--- config.mk ---
export PLATFORM = sky130hd
export DESIGN_NAME = battery_voltage_moving_average_core
export DESIGN_NICKNAME = d
export VERILOG_FILES = /design/src/hdl/bvma_pkg.sv /design/src/hdl/bvma_front.sv /design/src/hdl/bvma_div.sv /design/src/hdl/bvma_back.sv /design/src/hdl/battery_voltage_moving_average_core.sv
export VERILOG_INCLUDE_DIRS = /design/src /design/src/hdl
export SDC_FILE = /design/constraint.sdc
export NUM_CORES = 2
export LEC_CHECK = 0
export BUFFER_PORTS_ARGS = -buffer_cell sky130_fd_sc_hd__buf_2
export CORE_MARGIN = 2
export CORE_UTILIZATION = 58
export CTS_CLUSTER_DIAMETER = 100
export DETAILED_ROUTE_END_ITERATION = 12
export PLACE_DENSITY = 0.77
export SLEW_MARGIN = 0
export SYNTH_ARGS = -nofsm -noshare
export SYNTH_HDL_FRONTEND = slang
export SYNTH_SLANG_ARGS = --single-unit
--- constraint.sdc ---
create_clock -name clk -period 7 [get_ports clk]
set_clock_uncertainty 0.05 [all_clocks]
set_input_delay 1.05 -clock clk [delete_from_list [all_inputs] [get_ports clk]]
set_output_delay 1.05 -clock clk [all_outputs]
set_load 0.005 [all_outputs]
--- src/hdl/battery_voltage_moving_average_core_macros.svh ---
// assertion macros for the battery voltage moving-average core
// no dependencies; included by the top level
`ifndef BATTERY_VOLTAGE_MOVING_AVERAGE_CORE_MACROS_SVH
`define BATTERY_VOLTAGE_MOVING_AVERAGE_CORE_MACROS_SVH
`ifndef SYNTHESIS
// condition holds at every clock edge out of reset
`define BVMA_ASSERT(label, clk, rst_n, cond) \
    label: assert property (@(posedge clk) disable iff (!rst_n) (cond)) \
        else $error("bvma check failed");
// consequence holds in the cycle after the antecedent
`define BVMA_ASSERT_NEXT(label, clk, rst_n, ante, cons) \
    label: assert property (@(posedge clk) disable iff (!rst_n) (ante) |=> (cons)) \
        else $error("bvma check failed");
`else
`define BVMA_ASSERT(label, clk, rst_n, cond)
`define BVMA_ASSERT_NEXT(label, clk, rst_n, ante, cons)
`endif
`endif

--- src/hdl/bvma_pkg.sv ---
// shared constants, types and codes of the battery voltage moving-average core
// no dependencies
package bvma_pkg;

    localparam int ADC_BITS   = 10;
    localparam int WINDOW_MAX = 32;

    // fixed field widths
    localparam int SAMPLE_W   = 10;
    localparam int AVG_W      = 10;
    localparam int MV_W       = 16;
    localparam int OFFSET_W   = 11;
    localparam int CFG_WIN_W  = 6;
    localparam int CFG_DATA_W = 11;
    localparam int CFG_IDX_W  = 1;

    localparam int ADC_MAX   = (1 << ADC_BITS) - 1;
    localparam int SUM_MAX   = WINDOW_MAX * ADC_MAX;
    localparam int SUM_W     = $clog2(SUM_MAX + 1);
    localparam int PTR_W     = $clog2(WINDOW_MAX);
    localparam int WIN_W     = $clog2(WINDOW_MAX + 1);
    localparam int DIV_CNT_W = $clog2(SUM_W + 1);

    localparam int CMD_DEPTH = 2;
    localparam int CMD_PTR_W = $clog2(CMD_DEPTH);
    localparam int CMD_CNT_W = $clog2(CMD_DEPTH + 1);

    localparam int WIN_RESET    = 20;
    localparam int OFFSET_RESET = 200;

    // millivolt scaling: avg * MV_NUM / MV_DEN by reciprocal plus one correction
    localparam longint MV_NUM   = 735000;
    localparam longint MV_DEN   = 47 * ADC_MAX;
    localparam int     MV_SHIFT = 20;
    localparam longint MV_MUL   = (MV_NUM << MV_SHIFT) / MV_DEN;
    localparam int     MV_MUL_W = $clog2(MV_MUL + 1);
    localparam int     MV_P_W   = $clog2(longint'(ADC_MAX) * MV_NUM + 1);
    localparam int     MV_Q_W   = $clog2(longint'(ADC_MAX) * MV_NUM / MV_DEN + 1);

    typedef enum logic [CFG_IDX_W-1:0] {
        CFG_WINDOW = 1'b0,
        CFG_OFFSET = 1'b1
    } cfg_index_t;

    typedef enum logic {
        OP_SAMPLE  = 1'b0,
        OP_RESTART = 1'b1
    } op_t;

    typedef struct packed {
        op_t                 op;
        logic [ADC_BITS-1:0] sample;
    } bvma_cmd_t;

    typedef struct packed {
        logic [PTR_W-1:0] pos;
        logic             out_load;
        logic             res_full;
    } bvma_status_t;

endpackage

--- src/hdl/bvma_front.sv ---
// input side: accepts items, decodes the kind and queues commands for the back end
// depends on bvma_pkg
module bvma_front (
    input  logic                          clk,
    input  logic                          rst_n,
    input  logic                          push,
    output logic                          full,
    input  logic                          kind,
    input  logic [bvma_pkg::SAMPLE_W-1:0] sample,
    output logic                          cmd_valid,
    output bvma_pkg::bvma_cmd_t           cmd,
    input  logic                          cmd_pop
);
    import bvma_pkg::*;

    bvma_cmd_t              fifo_mem [CMD_DEPTH];
    logic [CMD_PTR_W-1:0]   wr_ptr_reg, wr_ptr_next;
    logic [CMD_PTR_W-1:0]   rd_ptr_reg, rd_ptr_next;
    logic [CMD_CNT_W-1:0]   count_reg, count_next;
    logic                   wr_en;
    logic                   rd_en;
    bvma_cmd_t              new_cmd;

    assign full      = (count_reg == CMD_CNT_W'(CMD_DEPTH));
    assign cmd_valid = (count_reg != '0);
    assign cmd       = fifo_mem[rd_ptr_reg];
    assign wr_en     = push && !full;
    assign rd_en     = cmd_pop && cmd_valid;

    always_comb
    begin
        new_cmd.op     = kind ? OP_RESTART : OP_SAMPLE;
        new_cmd.sample = sample[ADC_BITS-1:0];
    end

    always_comb
    begin
        wr_ptr_next = wr_ptr_reg;
        rd_ptr_next = rd_ptr_reg;
        count_next  = count_reg;
        if (wr_en)
        begin
            wr_ptr_next = (wr_ptr_reg == CMD_PTR_W'(CMD_DEPTH - 1)) ? '0 : wr_ptr_reg + 1'b1;
        end
        if (rd_en)
        begin
            rd_ptr_next = (rd_ptr_reg == CMD_PTR_W'(CMD_DEPTH - 1)) ? '0 : rd_ptr_reg + 1'b1;
        end
        case ({wr_en, rd_en})
            2'b10:   count_next = count_reg + 1'b1;
            2'b01:   count_next = count_reg - 1'b1;
            default: count_next = count_reg;
        endcase
    end

    always_ff @(posedge clk or negedge rst_n)
    begin
        if (!rst_n)
        begin
            wr_ptr_reg <= '0;
            rd_ptr_reg <= '0;
            count_reg  <= '0;
        end
        else
        begin
            wr_ptr_reg <= wr_ptr_next;
            rd_ptr_reg <= rd_ptr_next;
            count_reg  <= count_next;
        end
    end

    always_ff @(posedge clk)
    begin
        if (wr_en)
        begin
            fifo_mem[wr_ptr_reg] <= new_cmd;
        end
    end

endmodule

--- src/hdl/bvma_div.sv ---
// restoring divider, one quotient bit per cycle: running sum over window size
// depends on bvma_pkg
module bvma_div (
    input  logic                       clk,
    input  logic                       rst_n,
    input  logic                       start,
    input  logic [bvma_pkg::SUM_W-1:0] dividend,
    input  logic [bvma_pkg::WIN_W-1:0] divisor,
    output logic                       done,
    output logic [bvma_pkg::SUM_W-1:0] quotient
);
    import bvma_pkg::*;

    logic [SUM_W-1:0]     quo_reg, quo_next;
    logic [WIN_W-1:0]     rem_reg, rem_next;
    logic [WIN_W-1:0]     dvs_reg, dvs_next;
    logic [DIV_CNT_W-1:0] cnt_reg, cnt_next;
    logic                 busy_reg, busy_next;
    logic                 done_reg, done_next;
    logic [WIN_W:0]       shifted;
    logic [WIN_W:0]       diff;

    assign shifted  = {rem_reg, quo_reg[SUM_W-1]};
    assign diff     = shifted - {1'b0, dvs_reg};
    assign done     = done_reg;
    assign quotient = quo_reg;

    always_comb
    begin
        quo_next  = quo_reg;
        rem_next  = rem_reg;
        dvs_next  = dvs_reg;
        cnt_next  = cnt_reg;
        busy_next = busy_reg;
        done_next = 1'b0;
        if (start)
        begin
            quo_next  = dividend;
            rem_next  = '0;
            dvs_next  = divisor;
            cnt_next  = DIV_CNT_W'(SUM_W);
            busy_next = 1'b1;
        end
        else if (busy_reg)
        begin
            if (shifted >= {1'b0, dvs_reg})
            begin
                rem_next = diff[WIN_W-1:0];
                quo_next = {quo_reg[SUM_W-2:0], 1'b1};
            end
            else
            begin
                rem_next = shifted[WIN_W-1:0];
                quo_next = {quo_reg[SUM_W-2:0], 1'b0};
            end
            cnt_next = cnt_reg - 1'b1;
            if (cnt_reg == DIV_CNT_W'(1))
            begin
                busy_next = 1'b0;
                done_next = 1'b1;
            end
        end
    end

    always_ff @(posedge clk or negedge rst_n)
    begin
        if (!rst_n)
        begin
            cnt_reg  <= '0;
            busy_reg <= 1'b0;
            done_reg <= 1'b0;
        end
        else
        begin
            cnt_reg  <= cnt_next;
            busy_reg <= busy_next;
            done_reg <= done_next;
        end
    end

    always_ff @(posedge clk)
    begin
        quo_reg <= quo_next;
        rem_reg <= rem_next;
        dvs_reg <= dvs_next;
    end

endmodule

--- src/hdl/bvma_back.sv ---
// back end: sample ring, running sum, averaging and millivolt conversion, result register
// depends on bvma_pkg and bvma_div
module bvma_back (
    input  logic                                 clk,
    input  logic                                 rst_n,
    input  logic                                 cmd_valid,
    input  bvma_pkg::bvma_cmd_t                  cmd,
    output logic                                 cmd_pop,
    input  logic [bvma_pkg::WIN_W-1:0]           window,
    input  logic signed [bvma_pkg::OFFSET_W-1:0] offset,
    input  logic                                 win_wr,
    input  logic                                 res_pop,
    output logic                                 res_valid,
    output logic [bvma_pkg::AVG_W-1:0]           average,
    output logic signed [bvma_pkg::MV_W-1:0]     millivolts,
    output bvma_pkg::bvma_status_t               status
);
    import bvma_pkg::*;

    typedef enum logic [7:0] {
        S_IDLE = 8'b0000_0001,
        S_FILL = 8'b0000_0010,
        S_UPD  = 8'b0000_0100,
        S_DIV  = 8'b0000_1000,
        S_MULA = 8'b0001_0000,
        S_MULB = 8'b0010_0000,
        S_MULC = 8'b0100_0000,
        S_FIN  = 8'b1000_0000
    } state_t;

    localparam logic [MV_MUL_W-1:0] MV_MUL_C = MV_MUL_W'(MV_MUL);
    localparam logic [MV_P_W-1:0]   MV_NUM_C = MV_P_W'(MV_NUM);
    localparam logic [MV_P_W-1:0]   MV_DEN_C = MV_P_W'(MV_DEN);

    logic [ADC_BITS-1:0] ring_mem [WINDOW_MAX];
    logic [ADC_BITS-1:0] rdata_reg;

    state_t              state_reg, state_next;
    logic [WINDOW_MAX-1:0] valid_reg, valid_next;
    logic [SUM_W-1:0]    sum_reg, sum_next;
    logic [PTR_W-1:0]    pos_reg, pos_next;
    logic [PTR_W-1:0]    idx_reg, idx_next;
    logic                res_valid_reg, res_valid_next;

    logic [ADC_BITS-1:0] sample_reg, sample_next;
    logic [ADC_BITS-1:0] avg_reg, avg_next;
    logic [MV_Q_W-1:0]   q0_reg, q0_next;
    logic [MV_P_W-1:0]   qd_reg, qd_next;
    logic [MV_P_W-1:0]   p_reg, p_next;
    logic [AVG_W-1:0]    avg_out_reg;
    logic signed [MV_W-1:0] mv_out_reg;

    logic                mem_we;
    logic [PTR_W-1:0]    mem_wa;
    logic [PTR_W-1:0]    pos_eff;
    logic [WIN_W-1:0]    win_m1;
    logic [ADC_BITS+WIN_W-1:0] fill_prod;
    logic [ADC_BITS-1:0] old_val;
    logic [SUM_W-1:0]    sum_sub;
    logic [SUM_W:0]      sum_add;
    logic [SUM_W-1:0]    sum_upd;
    logic [PTR_W-1:0]    pos_wrap;
    logic [AVG_W+MV_MUL_W-1:0] prod_a;
    logic [MV_P_W-1:0]   rem_fix;
    logic [MV_Q_W-1:0]   q_fin;
    logic signed [MV_W-1:0] mv_fin;
    logic                out_load;
    logic                div_start;
    logic                div_done;
    logic [SUM_W-1:0]    div_quo;

    bvma_div u_div (
        .clk      (clk),
        .rst_n    (rst_n),
        .start    (div_start),
        .dividend (sum_upd),
        .divisor  (window),
        .done     (div_done),
        .quotient (div_quo)
    );

    assign win_m1    = window - 1'b1;
    assign pos_eff   = ({1'b0, pos_reg} >= window) ? '0 : pos_reg;
    assign fill_prod = (ADC_BITS+WIN_W)'(cmd.sample) * (ADC_BITS+WIN_W)'(window);

    // entries never written since reset read as zero
    assign old_val  = valid_reg[pos_reg] ? rdata_reg : '0;
    assign sum_sub  = (sum_reg >= SUM_W'(old_val)) ? sum_reg - SUM_W'(old_val) : '0;
    assign sum_add  = {1'b0, sum_sub} + (SUM_W+1)'(sample_reg);
    assign sum_upd  = (sum_add > (SUM_W+1)'(SUM_MAX)) ? SUM_W'(SUM_MAX) : sum_add[SUM_W-1:0];
    assign pos_wrap = ({1'b0, pos_reg} == win_m1) ? '0 : pos_reg + 1'b1;

    // reciprocal estimate is low by at most one; the remainder check fixes it
    assign prod_a  = (AVG_W+MV_MUL_W)'(avg_reg) * (AVG_W+MV_MUL_W)'(MV_MUL_C);
    assign rem_fix = p_reg - qd_reg;
    assign q_fin   = (rem_fix >= MV_DEN_C) ? q0_reg + 1'b1 : q0_reg;
    assign mv_fin  = $signed(MV_W'(q_fin)) + $signed({{(MV_W-OFFSET_W){offset[OFFSET_W-1]}}, offset});

    always_comb
    begin
        state_next  = state_reg;
        valid_next  = valid_reg;
        sum_next    = sum_reg;
        pos_next    = pos_reg;
        idx_next    = idx_reg;
        sample_next = sample_reg;
        avg_next    = avg_reg;
        q0_next     = q0_reg;
        qd_next     = qd_reg;
        p_next      = p_reg;
        cmd_pop     = 1'b0;
        mem_we      = 1'b0;
        mem_wa      = pos_reg;
        div_start   = 1'b0;
        out_load    = 1'b0;
        case (state_reg)
            S_IDLE:
            begin
                if (cmd_valid)
                begin
                    cmd_pop     = 1'b1;
                    sample_next = cmd.sample;
                    if (cmd.op == OP_RESTART)
                    begin
                        sum_next   = fill_prod[SUM_W-1:0];
                        pos_next   = '0;
                        idx_next   = '0;
                        state_next = S_FILL;
                    end
                    else
                    begin
                        pos_next   = pos_eff;
                        state_next = S_UPD;
                    end
                end
            end
            S_FILL:
            begin
                mem_we              = 1'b1;
                mem_wa              = idx_reg;
                valid_next[idx_reg] = 1'b1;
                if ({1'b0, idx_reg} == win_m1)
                begin
                    state_next = S_IDLE;
                end
                else
                begin
                    idx_next = idx_reg + 1'b1;
                end
            end
            S_UPD:
            begin
                mem_we              = 1'b1;
                mem_wa              = pos_reg;
                valid_next[pos_reg] = 1'b1;
                sum_next            = sum_upd;
                pos_next            = pos_wrap;
                div_start           = 1'b1;
                state_next          = S_DIV;
            end
            S_DIV:
            begin
                if (div_done)
                begin
                    avg_next   = (div_quo > SUM_W'(ADC_MAX)) ? ADC_BITS'(ADC_MAX)
                                                             : div_quo[ADC_BITS-1:0];
                    state_next = S_MULA;
                end
            end
            S_MULA:
            begin
                q0_next    = prod_a[MV_SHIFT +: MV_Q_W];
                state_next = S_MULB;
            end
            S_MULB:
            begin
                qd_next    = MV_P_W'(q0_reg) * MV_DEN_C;
                state_next = S_MULC;
            end
            S_MULC:
            begin
                p_next     = MV_P_W'(avg_reg) * MV_NUM_C;
                state_next = S_FIN;
            end
            S_FIN:
            begin
                if (!res_valid_reg)
                begin
                    out_load   = 1'b1;
                    state_next = S_IDLE;
                end
            end
            default:
            begin
                state_next = S_IDLE;
            end
        endcase
        if (win_wr)
        begin
            pos_next = '0;
        end
    end

    always_comb
    begin
        res_valid_next = res_valid_reg;
        if (out_load)
        begin
            res_valid_next = 1'b1;
        end
        else if (res_pop)
        begin
            res_valid_next = 1'b0;
        end
    end

    always_ff @(posedge clk or negedge rst_n)
    begin
        if (!rst_n)
        begin
            state_reg     <= S_IDLE;
            valid_reg     <= '0;
            sum_reg       <= '0;
            pos_reg       <= '0;
            idx_reg       <= '0;
            res_valid_reg <= 1'b0;
        end
        else
        begin
            state_reg     <= state_next;
            valid_reg     <= valid_next;
            sum_reg       <= sum_next;
            pos_reg       <= pos_next;
            idx_reg       <= idx_next;
            res_valid_reg <= res_valid_next;
        end
    end

    always_ff @(posedge clk)
    begin
        sample_reg <= sample_next;
        avg_reg    <= avg_next;
        q0_reg     <= q0_next;
        qd_reg     <= qd_next;
        p_reg      <= p_next;
        if (out_load)
        begin
            avg_out_reg <= AVG_W'(avg_reg);
            mv_out_reg  <= mv_fin;
        end
    end

    // ring store: one write port, one registered read port
    always_ff @(posedge clk)
    begin
        if (mem_we)
        begin
            ring_mem[mem_wa] <= sample_reg;
        end
        rdata_reg <= ring_mem[pos_eff];
    end

    assign res_valid       = res_valid_reg;
    assign average         = avg_out_reg;
    assign millivolts      = mv_out_reg;
    assign status.pos      = pos_reg;
    assign status.out_load = out_load;
    assign status.res_full = res_valid_reg;

endmodule

--- src/hdl/battery_voltage_moving_average_core.sv ---
// Battery voltage moving-average core. Sample items (kind 0) replace the oldest
// entry of a ring of the last window_size samples and produce one result: the
// truncated mean in ADC counts and that mean in millivolts plus offset_mv.
// Restart items (kind 1) prefill the window with their sample and produce no
// result. A sample item's time in the back end is set mostly by
// the 15-step serial divider that forms sum / window; a restart fills
// the window with one ring write per cycle. A two-entry command queue
// takes new items while the back end works, and a result register holds the
// finished result until popped. The ring reads as zero after reset through
// per-entry valid bits, so no clearing pass is needed. Write window_size and
// offset_mv only while the core is idle, and send a restart after changing
// window_size.
// depends on bvma_pkg, bvma_front, bvma_back and the assertion macro header
`include "battery_voltage_moving_average_core_macros.svh"

module battery_voltage_moving_average_core (
    input  logic                                 clk,
    input  logic                                 rst_n,
    input  logic                                 push,
    output logic                                 full,
    input  logic                                 kind,
    input  logic [bvma_pkg::SAMPLE_W-1:0]        sample,
    output logic                                 empty,
    input  logic                                 pop,
    output logic [bvma_pkg::AVG_W-1:0]           average,
    output logic signed [bvma_pkg::MV_W-1:0]     millivolts,
    input  logic                                 cfg_valid,
    output logic                                 cfg_ready,
    input  logic [bvma_pkg::CFG_IDX_W-1:0]       cfg_index,
    input  logic [bvma_pkg::CFG_DATA_W-1:0]      cfg_data
);
    import bvma_pkg::*;

    logic [WIN_W-1:0]           win_reg, win_next;
    logic signed [OFFSET_W-1:0] offset_reg, offset_next;
    logic [CFG_WIN_W-1:0]       win_raw;
    logic                       cfg_wr;
    logic                       win_wr;
    logic                       cmd_valid;
    bvma_cmd_t                  cmd;
    logic                       cmd_pop;
    logic                       res_valid;
    logic                       res_pop;
    bvma_status_t               status;

    assign cfg_ready = 1'b1;
    assign cfg_wr    = cfg_valid && cfg_ready;
    assign win_raw   = cfg_data[CFG_WIN_W-1:0];
    assign empty     = !res_valid;
    assign res_pop   = pop && res_valid;

    always_comb
    begin
        win_next    = win_reg;
        offset_next = offset_reg;
        win_wr      = 1'b0;
        if (cfg_wr)
        begin
            case (cfg_index)
                CFG_WINDOW:
                begin
                    win_wr = 1'b1;
                    if (win_raw == '0)
                    begin
                        win_next = WIN_W'(1);
                    end
                    else if (int'(win_raw) > WINDOW_MAX)
                    begin
                        win_next = WIN_W'(WINDOW_MAX);
                    end
                    else
                    begin
                        win_next = WIN_W'(win_raw);
                    end
                end
                CFG_OFFSET:
                begin
                    offset_next = $signed(cfg_data[OFFSET_W-1:0]);
                end
                default:
                begin
                    win_next = win_reg;
                end
            endcase
        end
    end

    always_ff @(posedge clk or negedge rst_n)
    begin
        if (!rst_n)
        begin
            win_reg    <= WIN_W'(WIN_RESET);
            offset_reg <= OFFSET_W'(OFFSET_RESET);
        end
        else
        begin
            win_reg    <= win_next;
            offset_reg <= offset_next;
        end
    end

    bvma_front u_front (
        .clk       (clk),
        .rst_n     (rst_n),
        .push      (push),
        .full      (full),
        .kind      (kind),
        .sample    (sample),
        .cmd_valid (cmd_valid),
        .cmd       (cmd),
        .cmd_pop   (cmd_pop)
    );

    bvma_back u_back (
        .clk        (clk),
        .rst_n      (rst_n),
        .cmd_valid  (cmd_valid),
        .cmd        (cmd),
        .cmd_pop    (cmd_pop),
        .window     (win_reg),
        .offset     (offset_reg),
        .win_wr     (win_wr),
        .res_pop    (res_pop),
        .res_valid  (res_valid),
        .average    (average),
        .millivolts (millivolts),
        .status     (status)
    );

    // write position always inside the active window
    `BVMA_ASSERT(a_pos_in_window, clk, rst_n, ({1'b0, status.pos} < win_reg))
    // window register stays clamped
    `BVMA_ASSERT(a_win_range, clk, rst_n, (win_reg != '0) && (int'(win_reg) <= WINDOW_MAX))
    // a result is never loaded over one still waiting
    `BVMA_ASSERT(a_no_overwrite, clk, rst_n, !(status.out_load && status.res_full))
    // a loaded result shows on the result side next cycle
    `BVMA_ASSERT_NEXT(a_load_shows, clk, rst_n, status.out_load, !empty)

endmodule
==> results_dict.tcl <==
set metrics [dict create \
    mostFrequentLayoutCell "edfxtp_1" \
    dpl.hpwl_um 66500 \
    grt_use_total_pct 27.41 \
    critPathBufInv 2 \
    overflow 0 \
    dr_wl_met2_um 44130 \
    cts_root_buffer "clkbuf_16" \
    syn2layout_area_growth_pct 9.718 \
    n_fill_cell 4871 \
    rows 93 \
    place_ws_ns -0.1040 \
    crit_type "flip-flop to flip-flop" \
    yosysTopAreaCell "edfxtp_1" \
    finalPower_uw 13600 \
    multiInputGateArea_um2 19230 \
    peakVddDrop_mv 0.3600 \
    die-width_um 260.2 \
    portBuffers 55 \
    drt-total-wl_um 91530 \
    drt-vias-per-instance 6.057 \
    seqCellArea_um2 17070 \
    syn_nets 3862 \
    cts_buffers 60 \
    final_nets 3942 \
    status "finished clean" \
    layout-drive-gt1-share_pct 9.428 \
    crit_slowest_cell "or4b_4" \
    layout_common_cells "edfxtp_1, inv_1, ha_1, fa_1, a21oi_1" \
    worstSetupStartpointType "flip-flop" \
    io_pins 57 \
    n_antenna_cell 0 \
    rr_startpoint "u_back.p_reg[3]" \
    synth.top_cells.by_area "edfxtp_1, ha_1, fa_1, dfrtp_1, inv_1" \
    hold_viol 0 \
    synth-main-ff-cell "edfxtp_1" \
    synthArstFlopShare_pct 15.79 \
    cts_tree "built" \
    min_period_ns 6.718 \
    arrival_ns 7.02 \
    firstDrtPassIters 6 \
    timing.hold.ws_ns 0.2467 \
    highest_layer "met5" \
    r2r_end "u_back.millivolts[14]" \
    gp_congestion 0.9753 \
    synth-seq-cells 589 \
    wl_met1_um 37160 \
    synth_edf_count 480 \
    num_vias 25610 \
    largest_reg_flops 320 \
    max_stage_delay_ns 0.48 \
    fin_crit_sh_pct 95.97 \
    min_path_type "primary input to asynchronous set/reset pin" \
    cellPowerDensity_nw_per_um2 325.8 \
    core_area_um2 64700 \
    drv_slew 0 \
    clk_latency_ns 0.68 \
    relSlewSlack_pct 11.40 \
    detail_route.wl_per_cell_um 21.65 \
    ys_types 83 \
    cap_violations 0 \
    cp.required_ns 7.30 \
    die_h_um 260.2 \
    yosys_warnings 0 \
    ys_seq_area_share_pct 44.85 \
    syn-cell-area_um2 38060 \
    clk_pin_slew_worst_paths_ns 0.06 \
    power.leakage_uw 0.01743 \
    setup_ws_ns 0.2820 \
    drt_iter0_markers 2319 \
    fmax_mhz 148.9 \
    htreeDepth 2 \
    grt_max_degree 70 \
    grt_antenna_before_repair 1 \
    r2r_cells 30 \
    setup_violations 0 \
    crit_path_end_kind "flip-flop" \
    netlist.area_leader.share_pct 37.87 \
    max_slew.worst_pin.slew_ns 1.329 \
    critPathMaxFanout 14 \
    clock_path_buffers 3 \
    crit_family "compound AO/OA/AOI/OAI gates" \
    ant_nets 0 \
    first_global_vias 26580 \
    numClockSinks 589 \
    rrSetupSlack_ns 0.28 \
    synthCells 3241 \
    crit_start "u_back.p_reg[3]" \
    dieArea_um2 67680 \
    initial_core_util_pct 58.82 \
    remaining_drc_errors 0 \
    grt_pass1_wl_um 143900 \
    met3WireLength_um 6494 \
    avgSynthCellArea_um2 11.74 \
]
==> worst reg2reg max path: cells and delay by family (launching register included) <==
kind,cells,cell delay (ns)
fa+ha+maj,2,0.58
simple gates,6,1.45
flops,1,0.36
compound gates,18,3.34
buf+inv,2,0.43
xor+xnor,2,0.22
==> power breakdown <==
group | switching (uW) | internal [uW]
registers | 292 | 4410
clock network | 1400 | 1870
logic | 3440 | 2190
==> cell usage after synthesis, types with 4 or more instances <==
| library cell | n |
|---|---|
| a211oi_1 | 51 |
| a21boi_0 | 4 |
| a21o_1 | 25 |
| a21oi_1 | 173 |
| a221o_1 | 10 |
| a22oi_1 | 5 |
| a31oi_1 | 12 |
| a32oi_1 | 34 |
| a41oi_1 | 4 |
| and2_1 | 23 |
| and3_1 | 15 |
| buf_1 | 10 |
| clkbuf_1 | 101 |
| dfrtp_1 | 87 |
| dfstp_2 | 6 |
| dfxtp_1 | 16 |
| edfxtp_1 | 480 |
| fa_1 | 221 |
| ha_1 | 372 |
| inv_1 | 390 |
| mux2_2 | 23 |
| mux2i_1 | 50 |
| mux4_2 | 10 |
| nand2_1 | 152 |
| nand2b_1 | 22 |
| nand3_1 | 39 |
| nand3b_1 | 15 |
| nand4_1 | 14 |
| nor2_1 | 149 |
| nor2b_1 | 62 |
| nor3_1 | 48 |
| nor3b_1 | 16 |
| nor4_1 | 10 |
| o2111ai_1 | 4 |
| o211ai_1 | 4 |
| o21a_1 | 20 |
| o21ai_0 | 116 |
| o21bai_1 | 55 |
| o221ai_1 | 23 |
| o22ai_1 | 72 |
| or2_2 | 13 |
| or3_1 | 65 |
| or4_1 | 5 |
| xnor2_1 | 108 |
| xor2_1 | 44 |
==> worst max path at each step <==
| stage | to | depth (start not counted) |
|---|---|---|
| global route | u_back.sum_reg[2] | 31 |
| floorplan | u_back.u_div.quotient[5] | 30 |
| global placement | u_back.sum_reg[2] | 30 |
| detailed placement | u_back.sum_reg[2] | 30 |
| CTS | u_back.sum_reg[2] | 30 |
| finish | u_back.millivolts[14] | 30 |
==> cells by family (layout without fill, tap and decap cells) <==
logic type               Yosys count  in the layout  share of synthesized area, %
multiplexers                      83             83                         2.587
adder cells (fa/ha/maj)          593            593                         23.86
other                              1              1                      0.009853
flip-flops                       589            589                         44.85
AND/OR/NAND/NOR                  668            668                         8.995
AO/OA/AOI/OAI                    651            651                         11.20
XOR/XNOR                         152            152                         3.498
buffers and inverters            504            636                         5.000
==> layout make-up <==
class                           count  share of cell area [%]
Clock inverter                     35                  0.9858
Clock buffer                       79                   3.886
Sequential cell                   589                   40.89
Inverter                          391                   3.515
Tap cell                          855                   2.562
Timing Repair Buffer              131                   2.100
Multi-Input combinational cell   2148                   46.06
==> metrics by stage <==
stage / util, % / setup TNS [ns] / instances / instance area (um^2)
2_1_floorplan: - / 0 / 3241 / 38090
3_3_place_gp: 61.26 / 0 / 4113 / 39630
3_5_place_dp: 61.26 / -0.4214 / 4113 / 39630
4_1_cts: 64.42 / 0 / 4227 / 41680
5_1_grt: 64.54 / -0.1001 / 4228 / 41760
6_report: 64.54 / 0 / 4228 / 41760
==> layer usage <==
metal | vias to the layer above | track usage (%)
li1 | 11750 | -
met1 | 12670 | 35.99
met2 | 967 | 45.73
met3 | 219 | 4.240
met4 | 2 | 11.24
met5 | - | 0
==> what timing repair did <==
| action | in CTS | in global routing |
|---|---|---|
| pin swaps | 0 | 9 |
| hold buffers | 0 | 0 |
| buffers inserted | 0 | 1 |
| resized for setup | 2 | 20 |
| endpoints found under the setup margin | 9 | 23 |
Note: power is estimated with default switching activity, not from simulation.
